--- config.mk ---
export PLATFORM = sky130hd
export DESIGN_NAME = heater_mode_duty_control
export DESIGN_NICKNAME = d
export VERILOG_FILES = /design/src/rtl/hmdc_pkg.sv /design/src/rtl/hmdc_ctrl.sv /design/src/rtl/hmdc_dp.sv /design/src/rtl/heater_mode_duty_control.sv
export SDC_FILE = /design/constraint.sdc
export NUM_CORES = 1
export LEC_CHECK = 0
export ABC_AREA = 0
export BUFFER_PORTS_ARGS = -buffer_cell sky130_fd_sc_hd__buf_4
export CORE_ASPECT_RATIO = 0.7
export CORE_MARGIN = 5
export CORE_UTILIZATION = 55
export DETAILED_ROUTE_END_ITERATION = 8
export HOLD_SLACK_MARGIN = 0.03
export PLACE_DENSITY = 0.84
export SLEW_MARGIN = 10
export SYNTH_ARGS = -nofsm -noshare
export SYNTH_HDL_FRONTEND = slang
export SYNTH_SLANG_ARGS = --single-unit
--- constraint.sdc ---
create_clock -name clk -period 19.18 [get_ports clk]
set_input_delay 0.959 -clock clk [delete_from_list [all_inputs] [get_ports clk]]
set_output_delay 0.959 -clock clk [all_outputs]
set_load 0.01 [all_outputs]
--- src/rtl/hmdc_pkg.sv ---
// Shared types and constants for the heater mode and duty controller.
// Used by the controller, the datapath and the top level; depends on nothing.
package hmdc_pkg;

  // Duty scale: 1600 is 100 %, in steps of 1/16 %.
  localparam logic [10:0] DUTY_FULL       = 11'd1600;
  localparam logic [10:0] DUTY_BASE       = 11'd80;
  localparam logic [15:0] FAIL_LIMIT      = 16'd5;
  localparam logic [15:0] SAT16           = 16'hFFFF;
  localparam logic [15:0] TIMER_TOP_RESET = 16'd999;

  // Error of 5 C or more below target selects full power (1/16 C units).
  localparam logic signed [12:0] AUTO_FULL_ERR = 13'sd80;

  // ceil(2^26 / 25): exact floor division by 25 for dividends below 2^21.
  localparam logic [21:0] RECIP_25 = 22'd2684355;
  localparam int unsigned RECIP_SHIFT = 26;

  // Configuration register indexes.
  localparam logic [2:0] CFG_CONTROL_MODE   = 3'd0;
  localparam logic [2:0] CFG_MANUAL_DUTY    = 3'd1;
  localparam logic [2:0] CFG_ENV_THRESHOLD  = 3'd2;
  localparam logic [2:0] CFG_SURFACE_TARGET = 3'd3;
  localparam logic [2:0] CFG_ALARM_ENABLE   = 3'd4;
  localparam logic [2:0] CFG_TIMER_TOP      = 3'd5;

  typedef enum logic [1:0] {
    MODE_OFF    = 2'd0,
    MODE_FULL   = 2'd1,
    MODE_MANUAL = 2'd2,
    MODE_AUTO   = 2'd3
  } mode_t;

  typedef enum logic [1:0] {
    S_IDLE  = 2'd0,
    S_DUTY  = 2'd1,
    S_SCALE = 2'd2,
    S_LOAD  = 2'd3
  } state_t;

  // Per-probe health and history.
  typedef struct packed {
    logic [11:0] temp;
    logic [15:0] streak;
    logic        faulty;
    logic [15:0] total;
  } probe_state_t;

  // Commands from the controller to the datapath.
  typedef struct packed {
    logic probe_en;
    logic duty_en;
    logic scale_en;
    logic load_en;
  } ctrl_cmd_t;

  // Status from the datapath to the controller.
  typedef struct packed {
    logic out_free;
  } dp_stat_t;

endpackage

--- src/rtl/hmdc_ctrl.sv ---
// Controller state machine for the heater mode and duty controller.
// Sequences one transaction through the datapath; depends on hmdc_pkg.
module hmdc_ctrl
  import hmdc_pkg::*;
(
  input  logic      clk,
  input  logic      rst,
  input  logic      in_valid,
  output logic      in_stall,
  output ctrl_cmd_t cmd,
  input  dp_stat_t  stat
);

  state_t state;
  state_t state_next;

  // State register.
  always_ff @(posedge clk) begin
    if (rst) begin
      state <= S_IDLE;
    end else begin
      state <= state_next;
    end
  end

  // Next state.
  always_comb begin
    state_next = state;
    unique case (state)
      S_IDLE: begin
        if (in_valid) state_next = S_DUTY;
      end
      S_DUTY:  state_next = S_SCALE;
      S_SCALE: state_next = S_LOAD;
      S_LOAD: begin
        if (stat.out_free) state_next = S_IDLE;
      end
      default: state_next = S_IDLE;
    endcase
  end

  // Outputs.
  always_comb begin
    in_stall = 1'b1;
    cmd      = '0;
    unique case (state)
      S_IDLE: begin
        in_stall     = 1'b0;
        cmd.probe_en = in_valid;
      end
      S_DUTY:  cmd.duty_en  = 1'b1;
      S_SCALE: cmd.scale_en = 1'b1;
      S_LOAD:  cmd.load_en  = stat.out_free;
      default: in_stall = 1'b1;
    endcase
  end

endmodule

--- src/rtl/hmdc_dp.sv ---
// Datapath for the heater mode and duty controller: configuration registers,
// probe history, duty selection, PWM scaling and the output register. Uses hmdc_pkg.
module hmdc_dp
  import hmdc_pkg::*;
(
  input  logic        clk,
  input  logic        rst,
  input  logic        cfg_write,
  input  logic [2:0]  cfg_index,
  input  logic [15:0] cfg_data,
  input  logic        env_read_ok,
  input  logic [11:0] env_reading,
  input  logic        surf_read_ok,
  input  logic [11:0] surf_reading,
  input  ctrl_cmd_t   cmd,
  output dp_stat_t    stat,
  input  logic        out_stall,
  output logic        out_valid,
  output logic [15:0] pwm_compare,
  output logic [10:0] duty_out,
  output logic [13:0] heat_volt_mv,
  output logic [11:0] status_word,
  output logic [6:0]  fault_word,
  output logic [15:0] env_err_count,
  output logic [15:0] surf_err_count
);

  // Probe history update for one read.
  function automatic probe_state_t probe_next(probe_state_t cur, logic ok,
                                             logic [11:0] reading);
    probe_state_t nxt;
    nxt = cur;
    if (ok) begin
      nxt.temp   = reading;
      nxt.streak = '0;
      nxt.faulty = 1'b0;
    end else begin
      if (cur.total != SAT16) nxt.total = cur.total + 16'd1;
      if (cur.streak != SAT16) nxt.streak = cur.streak + 16'd1;
      if (nxt.streak >= FAIL_LIMIT) nxt.faulty = 1'b1;
    end
    return nxt;
  endfunction

  mode_t              control_mode;
  logic [10:0]        manual_duty;
  logic signed [11:0] env_threshold;
  logic signed [11:0] surface_target;
  logic               alarm_enable;
  logic [15:0]        timer_top;

  probe_state_t env_probe;
  probe_state_t surf_probe;

  logic [10:0] duty_r;
  logic [11:0] status_r;
  logic [6:0]  fault_r;
  logic [26:0] prod_r;

  logic               probes_ok;
  logic signed [12:0] temp_err;
  logic [6:0]         err_small;
  logic [10:0]        duty_next;
  logic               full_stage;
  logic               reg_stage;
  logic               out_enable;
  logic [27:0]        prod_full;
  logic [42:0]        quot_full;
  logic [15:0]        quot;
  logic [15:0]        compare_next;
  logic [14:0]        volt_full;

  // Configuration registers; unknown indexes are ignored.
  always_ff @(posedge clk) begin
    if (rst) begin
      control_mode   <= MODE_OFF;
      manual_duty    <= '0;
      env_threshold  <= '0;
      surface_target <= '0;
      alarm_enable   <= 1'b0;
      timer_top      <= TIMER_TOP_RESET;
    end else if (cfg_write) begin
      unique case (cfg_index)
        CFG_CONTROL_MODE:   control_mode   <= mode_t'(cfg_data[1:0]);
        CFG_MANUAL_DUTY:    manual_duty    <= cfg_data[10:0];
        CFG_ENV_THRESHOLD:  env_threshold  <= cfg_data[11:0];
        CFG_SURFACE_TARGET: surface_target <= cfg_data[11:0];
        CFG_ALARM_ENABLE:   alarm_enable   <= cfg_data[0];
        CFG_TIMER_TOP:      timer_top      <= cfg_data;
        default: ;
      endcase
    end
  end

  // Probe history is updated in the cycle that accepts the transaction.
  always_ff @(posedge clk) begin
    if (rst) begin
      env_probe  <= '0;
      surf_probe <= '0;
    end else if (cmd.probe_en) begin
      env_probe  <= probe_next(env_probe, env_read_ok, env_reading);
      surf_probe <= probe_next(surf_probe, surf_read_ok, surf_reading);
    end
  end

  // Duty selection by control mode.
  assign probes_ok = !env_probe.faulty && !surf_probe.faulty;
  assign temp_err  = 13'(surface_target) - 13'($signed(surf_probe.temp));
  assign err_small = temp_err[6:0];

  always_comb begin
    duty_next  = '0;
    full_stage = 1'b0;
    reg_stage  = 1'b0;
    out_enable = 1'b0;
    unique case (control_mode)
      MODE_OFF: duty_next = '0;
      MODE_FULL: begin
        duty_next  = DUTY_FULL;
        out_enable = 1'b1;
      end
      MODE_MANUAL: begin
        duty_next  = (manual_duty > DUTY_FULL) ? DUTY_FULL : manual_duty;
        out_enable = (duty_next != '0);
      end
      MODE_AUTO: begin
        if (probes_ok && ($signed(env_probe.temp) < env_threshold)) begin
          if (temp_err >= AUTO_FULL_ERR) begin
            duty_next  = DUTY_FULL;
            full_stage = 1'b1;
            out_enable = 1'b1;
          end else if (temp_err > 13'sd0) begin
            // Error is 1 to 79 here, so 80 + 15*e stays below full scale.
            duty_next  = DUTY_BASE + ({err_small, 4'b0000} - {4'b0000, err_small});
            reg_stage  = 1'b1;
            out_enable = 1'b1;
          end
        end
      end
      default: duty_next = '0;
    endcase
  end

  // Duty, status and fault words are held for the rest of the transaction.
  always_ff @(posedge clk) begin
    if (cmd.duty_en) begin
      duty_r   <= duty_next;
      status_r <= {out_enable, 1'b0, !surf_probe.faulty, !env_probe.faulty, probes_ok,
                   1'b1, (duty_next != '0), reg_stage, full_stage,
                   (control_mode == MODE_MANUAL), (control_mode == MODE_AUTO), 1'b1};
      fault_r  <= alarm_enable ? {!probes_ok, 4'b0000, surf_probe.faulty, env_probe.faulty}
                               : 7'd0;
    end
  end

  // Duty times timer period; at most 1600 * 65536, so it fits in 27 bits.
  assign prod_full = 28'(duty_r) * 28'({1'b0, timer_top} + 17'd1);

  always_ff @(posedge clk) begin
    if (cmd.scale_en) begin
      prod_r <= prod_full[26:0];
    end
  end

  // Divide by 1600: drop six bits, then multiply by the reciprocal of 25.
  assign quot_full = 43'(prod_r[26:6]) * 43'(RECIP_25);
  assign quot      = quot_full[RECIP_SHIFT+15:RECIP_SHIFT];

  always_comb begin
    if (duty_r == '0) begin
      compare_next = '0;
    end else if (duty_r >= DUTY_FULL) begin
      compare_next = timer_top;
    end else begin
      compare_next = (quot > timer_top) ? timer_top : quot;
    end
  end

  // Output voltage estimate: duty * 15 / 2.
  assign volt_full = {duty_r, 4'b0000} - {4'b0000, duty_r};

  // Output register; a new result may load as the previous one is taken.
  assign stat.out_free = !out_valid || !out_stall;

  always_ff @(posedge clk) begin
    if (rst) begin
      out_valid <= 1'b0;
    end else if (cmd.load_en) begin
      out_valid <= 1'b1;
    end else if (!out_stall) begin
      out_valid <= 1'b0;
    end
  end

  always_ff @(posedge clk) begin
    if (cmd.load_en) begin
      pwm_compare    <= compare_next;
      duty_out       <= duty_r;
      heat_volt_mv   <= volt_full[14:1];
      status_word    <= status_r;
      fault_word     <= fault_r;
      env_err_count  <= env_probe.total;
      surf_err_count <= surf_probe.total;
    end
  end

endmodule

--- src/rtl/heater_mode_duty_control.sv ---
// Top level of the heater mode and duty controller.
// Joins hmdc_ctrl and hmdc_dp; depends on hmdc_pkg.
//
//   channel   direction  handshake              payload
//   input     in         in_valid / in_stall    env_read_ok, env_reading, surf_read_ok,
//                                               surf_reading
//   result    out        out_valid / out_stall  pwm_compare, duty_out, heat_volt_mv,
//                                               status_word, fault_word, env_err_count,
//                                               surf_err_count
//   config    in         cfg_write              cfg_index, cfg_data
//
// Each transaction runs through probe update at acceptance, duty selection,
// the duty by timer period multiply, then the divide by 1600 into the output register.
// The next transaction is accepted in the cycle after the result is loaded.
// Reset is synchronous and active high; it restores the register defaults and
// clears the probe history and the output valid flag.
// A held result does not block acceptance; a new result waits in the last step
// until the output register is free.
module heater_mode_duty_control
  import hmdc_pkg::*;
(
  input  logic        clk,
  input  logic        rst,
  input  logic        cfg_write,
  input  logic [2:0]  cfg_index,
  input  logic [15:0] cfg_data,
  input  logic        in_valid,
  output logic        in_stall,
  input  logic        env_read_ok,
  input  logic [11:0] env_reading,
  input  logic        surf_read_ok,
  input  logic [11:0] surf_reading,
  output logic        out_valid,
  input  logic        out_stall,
  output logic [15:0] pwm_compare,
  output logic [10:0] duty_out,
  output logic [13:0] heat_volt_mv,
  output logic [11:0] status_word,
  output logic [6:0]  fault_word,
  output logic [15:0] env_err_count,
  output logic [15:0] surf_err_count
);

  ctrl_cmd_t cmd;
  dp_stat_t  stat;

  // Controller.
  hmdc_ctrl u_ctrl (
    .clk      (clk),
    .rst      (rst),
    .in_valid (in_valid),
    .in_stall (in_stall),
    .cmd      (cmd),
    .stat     (stat)
  );

  // Datapath.
  hmdc_dp u_dp (
    .clk            (clk),
    .rst            (rst),
    .cfg_write      (cfg_write),
    .cfg_index      (cfg_index),
    .cfg_data       (cfg_data),
    .env_read_ok    (env_read_ok),
    .env_reading    (env_reading),
    .surf_read_ok   (surf_read_ok),
    .surf_reading   (surf_reading),
    .cmd            (cmd),
    .stat           (stat),
    .out_stall      (out_stall),
    .out_valid      (out_valid),
    .pwm_compare    (pwm_compare),
    .duty_out       (duty_out),
    .heat_volt_mv   (heat_volt_mv),
    .status_word    (status_word),
    .fault_word     (fault_word),
    .env_err_count  (env_err_count),
    .surf_err_count (surf_err_count)
  );

`ifndef SYNTHESIS
  // An accepted transaction keeps the input side busy in the next cycle.
  a_busy_after_accept: assert property (@(posedge clk) disable iff (rst)
    (in_valid && !in_stall) |=> in_stall)
    else $error("input accepted while previous transaction in progress");

  // A presented duty never exceeds full scale.
  a_duty_range: assert property (@(posedge clk) disable iff (rst)
    out_valid |-> (duty_out <= DUTY_FULL))
    else $error("duty above full scale");

  // The heat status bit agrees with the presented duty.
  a_heat_bit: assert property (@(posedge clk) disable iff (rst)
    out_valid |-> (status_word[5] == (duty_out != 11'd0)))
    else $error("heat status bit disagrees with duty");

  // The voltage estimate agrees with the presented duty.
  a_volt: assert property (@(posedge clk) disable iff (rst)
    out_valid |-> ({1'b0, heat_volt_mv} == (({duty_out, 4'b0000} - {4'b0000, duty_out}) >> 1)))
    else $error("voltage estimate disagrees with duty");
`endif

endmodule
### Yosys cells after proc, flatten, opt, wreduce, memory -nomap -nowiden

Index checks and enable logic that the tools add are counted.

| word-level totals | value |
|---|---|
| output and inout bits | 94 |
| register bits after elaboration | 290 |
| input bits | 50 |
| logic and storage cells | 136 |

| operators by class | value |
|---|---|
| $add $sub $neg | 9 |
| eq/ne operators | 18 |
| bitwise gates (word level) | 4 |
| multipliers | 2 |
| multiplexer cells | 34 |
| magnitude comparators | 8 |
| reduce and logical (&&, ||, !) cells | 31 |

Operators with widths:

| cell | count |
|---|---|
| $mux 16 | 10 |
| $add 16x1->16 const B | 4 |
| $ne 16x16->1 const B | 4 |
| $mux 11 | 4 |
| $pmux 11 s4 | 1 |
| $mul 21x22->42 const B | 1 |
| $mux 17 | 2 |
| $ge 16x3->1 const B | 2 |
| $mul 11x28->27 | 1 |
| $reduce_and 2->1 | 12 |
| $reduce_bool 11->1 | 2 |
| $add 16x1->17 const B | 1 |
| $gt 16x16->1 | 1 |
| $sub 15x11->15 | 1 |
| $ge 13x8->1 const B | 1 |
| $gt 13x1->1 const B | 1 |
| $mux 1 | 13 |
| $sub 12x12->13 | 1 |
| $lt 12x12->1 | 1 |
| $add 7x11->11 const A | 1 |
| $ge 11x11->1 const B | 1 |
| $gt 11x11->1 const B | 1 |
| $logic_not 11->1 | 1 |
| $sub 11x7->11 | 1 |
| 19 further kinds | 38 |

### Depth between registers and ports, before layout

| depth | value |
|---|---|
| depth in word-level cells | 8 |
| gate-level depth with buffers | 37 |

### By module

From an unflattened synthesis, not the netlist that was laid out.

| second synthesis, totals | value |
|---|---|
| cells, all modules | 2766 |
| area, all modules | 26163.8 um^2 |

Modules (own cells, without submodules):

| module | cells an instance | area an instance (um^2) | seq. area each (um^2) | times used |
|---|---|---|---|---|
| hmdc_dp | 2745 | 25958.6 | 6776.5 | 1 |
| hmdc_ctrl | 21 | 205.2 | 40.0 | 1 |

### Worst setup path before layout

OpenSTA, ideal clock, no wires.

| timing | value |
|---|---|
| path kind | register -> register |
| from | register u_dp.prod_r[10] |
| to | register u_dp.pwm_compare[13] (data pin) |
| path slack | 11.173 ns |
| stages on the path, launching flop included | 30 |
| arrival | 7.751 ns |
| setup time | 0.256 ns |
| cells stage by stage | edfxtp_1 -> inv_1 -> fa_1 -> fa_1 -> fa_1 -> fa_1 -> fa_1 -> inv_1 -> fa_1 -> inv_1 -> fa_1 -> inv_1 -> ha_1 -> and3_1 -> nor2b_1 -> a221oi_1 -> o211ai_1 -> a41oi_2 -> o21ai_0 -> o211a_1 -> o31a_1 -> xor2_1 -> ha_1 -> nand3_1 -> nor3_1 -> o21ai_0 -> a22oi_1 -> clkbuf_1 -> nor2_1 -> a22o_1 |

| on the way | value |
|---|---|
| word-level cells in the longest chain between the ends | 4 |

RTL lines:

| element | RTL line | RTL |
|---|---|---|
| start: declaration | hmdc_dp.sv:58 | `logic [26:0] prod_r;` |
| start signal: assignment | hmdc_dp.sv:161 | `prod_r <= prod_full[26:0];` |
| $mul 21x22->42 (*) | hmdc_dp.sv:166 | `assign quot_full = 43'(prod_r[26:6]) * 43'(RECIP_25);` |
| $gt 16x16->1 | hmdc_dp.sv:175 | `compare_next = (quot > timer_top) ? timer_top : quot;` |
| $mux 16 (*) | hmdc_dp.sv:175 |  |
| $mux 16 (*) | hmdc_dp.sv:172 | `end else if (duty_r >= DUTY_FULL) begin` |
| end signal: assignment | hmdc_dp.sv:197 | `pwm_compare <= compare_next;` |
| end: declaration | hmdc_dp.sv:19 | `output logic [15:0] pwm_compare,` |

Every way passes the cells marked *; elsewhere a longest branch is shown, timed or not.
A chain may end at the register's enable or synchronous reset.

### Worst setup path after layout

| timing | value |
|---|---|
| from | register u_dp.prod_r[10] |
| to | register u_dp.pwm_compare[10] (data pin) |

The elaborated chain is that of the path after synthesis.

==> impl_metrics.toml <==
[outcome]
status = "complete, no violations"

[sta]
hold-worst-slack_ns = 0.419
min_period_ns = 9.43
fin_skew_ns = 0.0140
max_freq_mhz = 106
hold_viol_final = 0
drv_slew = 0
setup_viol = 0
worstMarginPinSlew_ns = 1.13
fin_tns_setup_ns = 0
rsz0062_at_grt = "no"
relSlewSlack = 0.244
finalCritPeriodShare = 0.492

[job]
maxCapViolCount = 0

[cells_and_area]
areaGrowthSynthToFinish_pct = 9.02
regArea_sq_um = 6820
antennaDiodeCount = 0
final_cell_mix = "466 x inv_1, 335 x nand2_1, 332 x ha_1"
final_common_cell = "inv_1"
drive_above_1_share = 0.0785
multiInputGateArea_sq_um = 17400
finalNetCount = 3554
n_fill_cell = 3888

[drt]
dr_total_vias = 20200
viasPerCell = 5.74
totalWireLength_mm = 68.1
drt-wirelength-per-cell_um = 19.3
drtIter0Drc = 1919
drc = 0
ant_nets = 0
dr.pass1.iters = 5

[floorplanning]
io_pins = 144
die_height_um = 193
dieArea_sq_um = 52400
rows = 67
initial_core_util = 0.553
core_area_sq_um = 47600
die_w_um = 272

[min_path]
hold_class = "flip-flop to flip-flop"
hold_end = "u_dp.status_word[9]"
min_from = "u_dp.status_r[9]"
hold_depth = 0

[yosys]
synth_area_leader_cell = "fa_1"
async_flop_share = 0
seq_area_frac_synth = 0.259
synth.avg_cell_area_sq_um = 9.43
syn-cell-area_sq_um = 26300
synth-seq-cells = 276
ys_types = 82
synth_ff_type = "dfxtp_1"
yosys_warnings = 0
netlist_instances = 2793
synth.area.top_cells = "fa_1 22%, ha_1 16%, edfxtp_1 15%"
synth_edf_count = 129
synth_top_area_share = 0.219

[clocking]
clk_pin_slew_worst_paths_ns = 0.07
htree_levels = 1
clk_latency_ns = 0.56
cts_setup_buffers = 0
cts_root_buffer = "clkbuf_16"
holdBufCountCts = 0
ctsResizeCount = 0
cts_inserted_buffers = 27
clk_path_buf_depth = 3
cts_tree = "yes"
cts_sinks = 276

[place]
io_buffer_count = 136
finalWeightedCongestion = 0.969
dp_hpwl_mm = 54.1

[grt]
overflow = 0
antenna_found_initial = 1
grt_max_degree = 76
grt_pass1_vias = 20700
grt_util_all_layers = 0.263
grt_pass1_wl_mm = 111

[setup_path]
crit_slowest_cell = "a22oi_1"
start_kind = "flip-flop"
required_ns = 19.46
worstReg2RegStart = "u_dp.prod_r[10]"
critPathKind = "flip-flop to flip-flop"
worst_ep_arrival_time_ns = 9.71
r2r_cells = 29
slowest_delay_ns = 0.84
ff2ff_setup_slack_ns = 9.75
end_kind = "flip-flop"
critical_path_peak_fanout = 11
rr_endpoint = "u_dp.pwm_compare[10]"
cpMostUsedCell = "fa_1"
crit_start = "u_dp.prod_r[10]"
[Yosys cell counts (14+ instances only)]
cell type and instances:
nor2b_1 23, ha_1 332, a21oi_1 133, o21a_1 15
nand4_1 20, nor2_1 187, and3_1 18, xor2_1 33
nor3_1 47, o21ai_0 60, inv_1 466, or3_1 17
edfxtp_1 129, a21o_1 29, nand3_1 41, dfxtp_1 147
fa_1 288, a31oi_1 16, clkbuf_1 88, xnor2_1 79
and2_1 76, mux2i_1 14, nand2_1 335, a22oi_1 18
[final cells by class]
class | count | area share
multi-input combinational | 1955 | 0.606
sequential | 276 | 0.237
inverter | 466 | 0.0609
timing repair buffer | 158 | 0.0413
tap | 621 | 0.0271
clock buffer | 31 | 0.0241
clock inverter | 17 | 0.00353
[cell families after synthesis]
family / count (synthesis) / synth area share
simple gates: 833 / 0.147
other cells: 2 / 0.000285
xor+xnor: 112 / 0.0372
compound gates: 368 / 0.0921
buf+inv: 567 / 0.0820
mux: 15 / 0.00575
fa+ha+maj: 620 / 0.377
flops: 276 / 0.259
[layer usage]
layer / vias to the layer above / GRT usage / share of wire
met4: 0 / 0.0452 / 0.017
met1: 9763 / 0.392 / 0.45
met5: - / 0 / 0
met3: 131 / 0.0755 / 0.12
li1: 9284 / - / -
met2: 1052 / 0.391 / 0.41
[worst max-delay path, delay by kind of cell (launching register included)]
kind | cells | cell delay, ns
and+or+nand+nor | 5 | 0.77
buffers and inverters | 5 | 0.68
muxes | 1 | 0.21
xor gates and xnor gates | 1 | 0.17
DFF | 1 | 0.53
adders and majority gates | 9 | 4.27
AOI/OAI and AO/OA | 8 | 2.54
[worst max path at each step]
stage                           endpoint  slack (ns)  cells past startpoint
floorplan           u_dp.pwm_compare[13]       11.17                     29
global placement    u_dp.pwm_compare[11]       10.07                     29
detailed placement  u_dp.pwm_compare[10]        9.83                     29
CTS                 u_dp.pwm_compare[10]        9.81                     29
global route         u_dp.pwm_compare[9]        9.19                     30
finish              u_dp.pwm_compare[10]        9.75                     29
[state kept, by name, summed over array words and instances (netlist names), 9 cells and up]
name                 count
u_dp.duty_r             11
u_dp.pwm_compare        16
u_dp.surf_probe         45
u_dp.env_threshold      12
u_dp.prod_r             21
u_dp.heat_volt_mv       14
u_dp.surface_target     12
u_dp.surf_err_count     16
u_dp.status_word         9
u_dp.status_r            9
u_dp.duty_out           11
u_dp.timer_top          16
u_dp.env_err_count      16
u_dp.env_probe          45
u_dp.manual_duty        11
[through the flow]
stage          setup WS (ns)  instance area, sq um  utilization  std cells
3_3_place_gp           10.07                 27900        0.586       3476
3_5_place_dp            9.83                 27900        0.586       3476
4_1_cts                 9.81                 28700        0.603       3524
2_1_floorplan          11.17                 26400            -       2798
5_1_grt                 9.19                 28700        0.603       3524
6_report                9.75                 28700        0.603       3524
Power is left out: the tool's default activity adds up to more than one toggle a clock period on the data nets, which glitch-free logic cannot reach.
